--- src/design/dss_pkg.sv ---
// ----------------------------------------------------------------------------
// dss_pkg
// Shared types and constants for the drive stepper and spindle model.
// ----------------------------------------------------------------------------
`default_nettype none

package dss_pkg;

  localparam int FRAC_W  = 18;
  localparam int SPIN_W  = 17;
  localparam int CD_W    = 14;
  localparam int TC_W    = 6;
  localparam int TRK_OUT_W = 6;

  localparam logic [TC_W-1:0]   TRACK_COUNT_RST = 6'd35;
  localparam int                INSERT_TRACK    = 18;
  localparam logic [SPIN_W-1:0] SPIN_FULL       = 17'd65536;
  localparam logic [SPIN_W-1:0] SPIN_STEP       = 17'd4;
  localparam logic [FRAC_W-1:0] FRAC_POS_LIMIT  = 18'h10000;
  localparam logic [FRAC_W-1:0] FRAC_NEG_LIMIT  = 18'h30000;

  typedef enum logic [1:0] {
    DIR_NONE = 2'b00,
    DIR_UP   = 2'b01,
    DIR_DOWN = 2'b11
  } dir_t;

  typedef enum logic {
    OP_TICK   = 1'b0,
    OP_INSERT = 1'b1
  } op_t;

  typedef struct packed {
    logic       op;
    logic [1:0] phase_cmd;
    logic       motor_on;
    logic       write_protect;
  } item_t;

  typedef struct packed {
    logic                 head_ready;
    logic [TRK_OUT_W-1:0] track_number;
    logic                 protect_sense;
    logic [1:0]           motor_phase;
  } result_t;

  // handshake state passed from the input stage to the result stage
  typedef struct packed {
    logic valid;
    logic advance;
  } stage_ctl_t;

endpackage

`default_nettype wire

--- src/design/dss_step.sv ---
// ----------------------------------------------------------------------------
// dss_step
// Head, stepper and spindle state with the single-pass update for one item.
// ----------------------------------------------------------------------------
`default_nettype none

module dss_step
  import dss_pkg::*;
#(
  parameter int MAX_TRACK    = 42,
  parameter int CHANGE_TICKS = 15625
) (
  input  wire logic             clk,
  input  wire logic             rst,
  input  wire logic             advance,
  input  wire item_t            item,
  input  wire logic [TC_W-1:0]  track_count,
  output result_t               result
);

  localparam int TRACK_W = $clog2(MAX_TRACK + 1);
  localparam int CMP_W   = (TRACK_W > TC_W) ? TRACK_W : TC_W;
  localparam logic [TRACK_W-1:0] TRACK_MAX = TRACK_W'(MAX_TRACK);
  localparam logic [TRACK_W-1:0] TRACK_INS =
    TRACK_W'((INSERT_TRACK > MAX_TRACK) ? MAX_TRACK : INSERT_TRACK);
  localparam logic [CD_W-1:0] CD_INIT = CD_W'(CHANGE_TICKS);

  logic [FRAC_W-1:0]  frac;
  dir_t               dir;
  logic [1:0]         phase;
  logic [SPIN_W-1:0]  spin;
  logic [CD_W-1:0]    cd;
  logic [TRACK_W-1:0] track;
  logic               sense;

  logic [FRAC_W-1:0]  frac_next;
  dir_t               dir_next;
  logic [1:0]         phase_next;
  logic [SPIN_W-1:0]  spin_next;
  logic [CD_W-1:0]    cd_next;
  logic [TRACK_W-1:0] track_next;
  logic               sense_next;
  logic               ready_next;

  logic [FRAC_W-1:0]  frac_mv;
  logic [FRAC_W-1:0]  frac_xor;
  logic [1:0]         phase_mv;
  logic [1:0]         diff;
  logic [CD_W-1:0]    cd_dec;
  logic [SPIN_W-1:0]  spin_up;
  logic [CMP_W-1:0]   track_cmp;
  logic [CMP_W-1:0]   count_cmp;

  always_comb begin
    frac_next  = frac;
    dir_next   = dir;
    phase_next = phase;
    spin_next  = spin;
    cd_next    = cd;
    track_next = track;
    sense_next = sense;
    ready_next = 1'b0;

    // 128 per tick in the current direction
    frac_mv  = frac + {{(FRAC_W-9){dir[1]}}, dir, 7'b0};
    frac_xor = frac_mv ^ frac;
    phase_mv = phase;
    if (frac_xor[15:14] == 2'b01) begin
      phase_mv = (dir == DIR_UP) ? phase + 2'd1 : phase - 2'd1;
    end
    diff    = item.phase_cmd - phase_mv;
    cd_dec  = cd - CD_W'(1);
    spin_up = spin + SPIN_STEP;
    track_cmp = '0;
    count_cmp = CMP_W'(track_count);

    if (item.op == OP_INSERT) begin
      spin_next  = '0;
      cd_next    = CD_INIT;
      phase_next = 2'd0;
      track_next = TRACK_INS;
      frac_next  = '0;
      sense_next = item.write_protect;
    end else begin
      phase_next = phase_mv;
      if (diff == 2'd1) begin
        dir_next = DIR_UP;
      end else if (diff == 2'd3) begin
        dir_next = DIR_DOWN;
      end else if (!frac_mv[14]) begin
        // lower half of a track step: back out, or stop when on the track
        dir_next = (frac_mv[14:0] == '0) ? DIR_NONE : DIR_DOWN;
      end else begin
        dir_next = DIR_UP;
      end

      frac_next = frac_mv;
      if (frac_mv == FRAC_POS_LIMIT) begin
        frac_next  = '0;
        track_next = (track == TRACK_MAX) ? track : track + TRACK_W'(1);
      end else if (frac_mv == FRAC_NEG_LIMIT) begin
        frac_next  = '0;
        track_next = (track == '0) ? track : track - TRACK_W'(1);
      end

      if (cd != '0) begin
        cd_next = cd_dec;
        if (cd_dec == '0) begin
          sense_next = !item.write_protect;
          spin_next  = '0;
        end
      end else begin
        if (item.motor_on) begin
          spin_next = (spin_up > SPIN_FULL) ? SPIN_FULL : spin_up;
        end else begin
          spin_next = (spin < SPIN_STEP) ? '0 : spin - SPIN_STEP;
        end
        track_cmp  = CMP_W'(track_next);
        ready_next = (frac_next == '0) && (spin_next == SPIN_FULL) &&
                     (track_cmp != '0) && (track_cmp <= count_cmp);
      end
    end
  end

  assign result.head_ready    = ready_next;
  assign result.track_number  = TRK_OUT_W'(track_next);
  assign result.protect_sense = sense_next;
  assign result.motor_phase   = phase_next;

  always_ff @(posedge clk) begin
    if (rst) begin
      frac  <= '0;
      dir   <= DIR_NONE;
      phase <= 2'd0;
      spin  <= '0;
      cd    <= CD_INIT;
      track <= TRACK_INS;
      sense <= 1'b0;
    end else if (advance) begin
      frac  <= frac_next;
      dir   <= dir_next;
      phase <= phase_next;
      spin  <= spin_next;
      cd    <= cd_next;
      track <= track_next;
      sense <= sense_next;
    end
  end

endmodule

`default_nettype wire

--- config.mk ---
export PLATFORM = sky130hd
export DESIGN_NAME = dss_step
export DESIGN_NICKNAME = d
export VERILOG_FILES = /design/src/design/dss_pkg.sv /design/src/design/dss_step.sv
export SDC_FILE = /design/constraint.sdc
export NUM_CORES = 1
export LEC_CHECK = 0
export ABC_AREA = 1
export BUFFER_PORTS_ARGS = -buffer_cell sky130_fd_sc_hd__buf_2
export CORE_ASPECT_RATIO = 1.75
export CORE_MARGIN = 3
export CORE_UTILIZATION = 30
export CTS_BUF_LIST = sky130_fd_sc_hd__clkbuf_8
export DETAILED_ROUTE_END_ITERATION = 8
export PLACE_DENSITY_LB_ADDON = 0.1
export SETUP_SLACK_MARGIN = 0.1
export SLEW_MARGIN = 10
export SYNTH_ARGS = -nofsm -noshare
export SYNTH_HDL_FRONTEND = slang
export SYNTH_SLANG_ARGS = --single-unit
--- constraint.sdc ---
create_clock -name clk -period 6.3 [get_ports clk]
set_input_delay 0.315 -clock clk [delete_from_list [all_inputs] [get_ports clk]]
set_output_delay 0.315 -clock clk [all_outputs]
set_load 0.02 [all_outputs]
==> metrics.txt <==
# TYPE chip_impl_metric gauge
chip_impl_metric{name="synth.yosys.seq_area_share",unit="%"} 23.4
chip_impl_metric{name="max_stage_delay",unit="ns"} 0.65
chip_impl_metric{name="initial_utilization",unit="%"} 30.9
chip_impl_metric{name="cts_sink_cnt",unit=""} 60
chip_impl_metric{name="ys_warn_count",unit=""} 0
chip_impl_metric{name="io_pins",unit=""} 24
chip_impl_metric{name="finalCoreUtilization",unit="%"} 33.7
chip_impl_info{name="timing.critical_path.mode_cell",value="nand2_1"} 1
chip_impl_metric{name="total_met2_wirelength_after_detailed_routing",unit="um"} 9200
chip_impl_info{name="routed.top_layer",value="met4"} 1
chip_impl_metric{name="synth_compound_gate_area_share",unit="%"} 10.6
chip_impl_metric{name="synth.area.mux_share",unit="%"} 0
chip_impl_metric{name="die_x",unit="um"} 105
chip_impl_metric{name="postLayoutCellArea",unit="sq um"} 5590
chip_impl_info{name="ys_dominant_reg_cell",value="dfxtp_1"} 1
chip_impl_info{name="root_buffer",value="clkbuf_8"} 1
chip_impl_metric{name="antennaDiodeCount",unit=""} 0
chip_impl_metric{name="numCtsBuffers",unit=""} 9
chip_impl_metric{name="maxCapViolCount",unit=""} 0
chip_impl_metric{name="antenna_found_initial",unit=""} 0
chip_impl_metric{name="path_clk_slew",unit="ns"} 0.08
chip_impl_metric{name="cts_post_setup_buffers_inserted",unit=""} 0
chip_impl_metric{name="worst_hold_path.num_cells",unit=""} 5
chip_impl_metric{name="detailed_place_hpwl",unit="um"} 12600
chip_impl_info{name="netlist_top_cells_area",value="dfxtp_1 23%, nand2_1 18%, nand3_1 8.8%, inv_1 7.5%, nor2_1 7.0%"} 1
chip_impl_info{name="synth_top_family_by_area",value="simple AND/OR/NAND/NOR gates"} 1
chip_impl_metric{name="first_global_vias",unit=""} 5177
chip_impl_metric{name="place_area",unit="sq um"} 5380
chip_impl_info{name="netlist.top_cell.by_area",value="dfxtp_1"} 1
chip_impl_metric{name="timing.final.crit_share",unit="%"} 68.7
chip_impl_metric{name="ctsLongestPathBuffers",unit=""} 2
chip_impl_metric{name="global_route.usage.total",unit="%"} 17.7
chip_impl_metric{name="cts-htree-levels",unit=""} 3
chip_impl_metric{name="skew",unit="ns"} 0.0119
chip_impl_metric{name="reg2reg_depth",unit=""} 14
chip_impl_metric{name="holdBufCountCts",unit=""} 0
chip_impl_info{name="crit_slowest_cell",value="dfxtp_1"} 1
chip_impl_metric{name="first_iter_violations",unit=""} 234
chip_impl_metric{name="core-area",unit="sq um"} 16600
chip_impl_metric{name="placement.io_buffers",unit=""} 23
chip_impl_metric{name="design.die.area",unit="sq um"} 18800
chip_impl_metric{name="routed-via-count",unit=""} 5114
chip_impl_metric{name="drc",unit=""} 0
chip_impl_metric{name="yosysTopAreaCellShare",unit="%"} 23.4
chip_impl_metric{name="std_cell_rows",unit=""} 62
chip_impl_metric{name="synth.net_count",unit=""} 887
chip_impl_metric{name="clkLatencyLatePin",unit="ns"} 0.35
chip_impl_metric{name="grt_remaining_overflow",unit=""} 0
chip_impl_metric{name="postSynth.asyncResetShare",unit="%"} 0
chip_impl_metric{name="worst_pin_slew",unit="ns"} 0.984
chip_impl_metric{name="static-leakage-power",unit="nW"} 2.71
chip_impl_metric{name="share_of_cells_above_drive_strength_1",unit="%"} 9.53
chip_impl_metric{name="synthDistinctLibCells",unit=""} 46
chip_impl_metric{name="grt_pass1_wl",unit="um"} 26300
chip_impl_metric{name="maxClockFrequency",unit="GHz"} 0.231
chip_impl_metric{name="floorplan.die.height",unit="um"} 179
chip_impl_metric{name="growth_of_design_area_from_synthesis_to_finish",unit="%"} 8.96
chip_impl_metric{name="synth_adder_area_share",unit="%"} 6.25
chip_impl_metric{name="wl_per_cell",unit="um"} 14.7
chip_impl_info{name="grt_setup_unrepaired",value="no"} 1
chip_impl_metric{name="vias_per_cell",unit=""} 4.72
chip_impl_metric{name="detail_route.wirelength",unit="um"} 16000
chip_impl_metric{name="postSynthCellCount",unit=""} 848
chip_impl_metric{name="report.final.hold_viol_count",unit=""} 0
chip_impl_metric{name="grt_start_max_net_pins",unit=""} 45
chip_impl_info{name="library_cell_with_the_highest_instance_count_after_synthesis",value="nand2_1"} 1
chip_impl_metric{name="power-per-cell-area",unit="nW/um^2"} 179
chip_impl_metric{name="relSlewSlack",unit="%"} 34.4
chip_impl_metric{name="finalCriticalPeriod",unit="ns"} 4.33
chip_impl_metric{name="met3_length",unit="um"} 394
chip_impl_metric{name="post_synth.cell_area_avg",unit="sq um"} 6.05
chip_impl_metric{name="worst-endpoint-arrival",unit="ns"} 4.01
chip_impl_metric{name="wl_met1",unit="um"} 6030
chip_impl_metric{name="gp_congestion",unit=""} 0.854
chip_impl_metric{name="detail-route-antenna-nets",unit=""} 0
chip_impl_info{name="run_status",value="complete, no violations"} 1
chip_impl_info{name="most_frequent_cells_after_synthesis",value="242 x nand2_1, 102 x inv_1, 95 x nor2_1"} 1
chip_impl_info{name="hp-class",value="primary input to flip-flop"} 1
chip_impl_metric{name="synth-edff-count",unit=""} 0
chip_impl_metric{name="crit_fanout",unit=""} 12
chip_impl_metric{name="drt_pass1_iterations",unit=""} 4
chip_impl_info{name="worstSetupStartpointType",value="flip-flop"} 1
chip_impl_metric{name="slew_violations",unit=""} 0
chip_impl_info{name="crit_path_end_kind",value="output port"} 1
chip_impl_info{name="tritoncts_clock_tree",value="done"} 1
chip_impl_metric{name="finalSetupTns",unit="ns"} 0
chip_impl_metric{name="cts_resized",unit=""} 0
chip_impl_metric{name="worstPathRequired",unit="ns"} 5.98
chip_impl_info{name="worst_path_cell_trace",value="inv_1, fa_1, inv_1, nand2_1, nand2_1, nand2_1, nand2_1, nand2_1, nor2_1, nand3_1, nor2_1, nand3_1, inv_2, nand2_1, nand3_1, nand2_1, inv_1, ha_1, a21oi_1, nor2_1, nor2_1, nand2_1, a21oi_2, buf_2"} 1
chip_impl_metric{name="synthXorXnorAreaFrac",unit="%"} 6.98
chip_impl_metric{name="synth-simple-area-share",unit="%"} 41.6
chip_impl_metric{name="power.total",unit="W"} 0.000999
chip_impl_metric{name="synth.cell_area",unit="sq um"} 5130
chip_impl_metric{name="power.ir.vdd_worst",unit="mV"} 0.121
chip_impl_metric{name="setup_viol",unit=""} 0
chip_impl_metric{name="design.final.nets",unit=""} 894
chip_impl_info{name="crit_type",value="flip-flop to output port"} 1
chip_impl_metric{name="synth_seq_cells",unit=""} 60
[critical path, delay by kind of cell, from the launching register on]
kind	cells	cell delay [ns]
AO/OA/AOI/OAI	2	0.25
adder cells (fa/ha/maj)	2	0.66
buffers and inverters	5	0.59
flip-flops	1	0.65
AND/OR/NAND/NOR	15	1.50
[cells by family (layout without fill, tap and decap cells)]
family | count (synthesis) | after routing
xor gates and xnor gates | 40 | 40
AOI/OAI and AO/OA | 96 | 96
DFF | 60 | 60
buffers and inverters | 141 | 153
and+or+nand+nor | 486 | 486
adders and majority gates | 25 | 25
[cell type report]
| cell class | count | area, sq um |
|---|---|---|
| flip-flops and latches | 60 | 1200 |
| clock buffers | 10 | 138 |
| inverters | 114 | 428 |
| repair buffers | 23 | 115 |
| well taps | 224 | 280 |
| fillers | 1929 | 11000 |
| clock inverters | 6 | 71.3 |
| multi-input cells | 647 | 3350 |
[layer usage]
| metal | up-vias | global-route usage [%] |
|---|---|---|
| li1 | 2712 | - |
| met1 | 2314 | 18.1 |
| met2 | 70 | 36.4 |
| met3 | 18 | 1.84 |
| met4 | 0 | 5.91 |
| met5 | - | 0 |
[path summary, 6_finish.rpt]
| check | start | end | slack (ns) |
|---|---|---|---|
| hold / removal | item[0] | sense | 0.32 |
| setup / recovery | dir[1] | result[9] | 1.97 |
| hold reg to reg | frac[4] | frac[4] | 0.46 |
| setup reg to reg | dir[1] | dir[1] | 3.03 |
[stage by stage]
| step | cells | hold WS [ns] | setup slack [ns] |
|---|---|---|---|
| after floorplan | 848 | 0.436 | 2.91 |
| after global placement | 1068 | 0.445 | 2.40 |
| after detailed placement | 1068 | 0.446 | 2.33 |
| after CTS | 1084 | 0.302 | 1.93 |
| after global routing | 1084 | 0.389 | 1.35 |
| final | 1084 | 0.319 | 1.97 |
[sequential cells by signal (all words and copies together) (netlist names)]
| name | flops |
|---|---|
| cd | 14 |
| dir | 2 |
| frac | 18 |
| phase | 2 |
| sense | 1 |
| spin | 17 |
| track | 6 |
[cells in the final DEF, fill, tap and decap left out, types with 9 or more instances in the layout]
master,count
a21oi_1,52
buf_2,23
clkbuf_8,10
dfxtp_1,60
ha_1,24
inv_1,102
nand2_1,242
nand3_1,90
nand4_1,11
nor2_1,95
nor2_2,9
nor3_1,9
o21ai_0,17
xnor2_1,11
xor2_1,28
[report_power, final]
part / total [W] / leakage [nW] / switching [W] / internal, W
Clock: 0.000380 / 0.0995 / 0.000183 / 0.000197
Sequential: 0.000398 / 0.486 / 0.0000105 / 0.000388
Combinational: 0.000221 / 2.12 / 0.000153 / 0.0000679
Total: 0.000999 / 2.71 / 0.000347 / 0.000653
(Power assumes the default switching activity.)
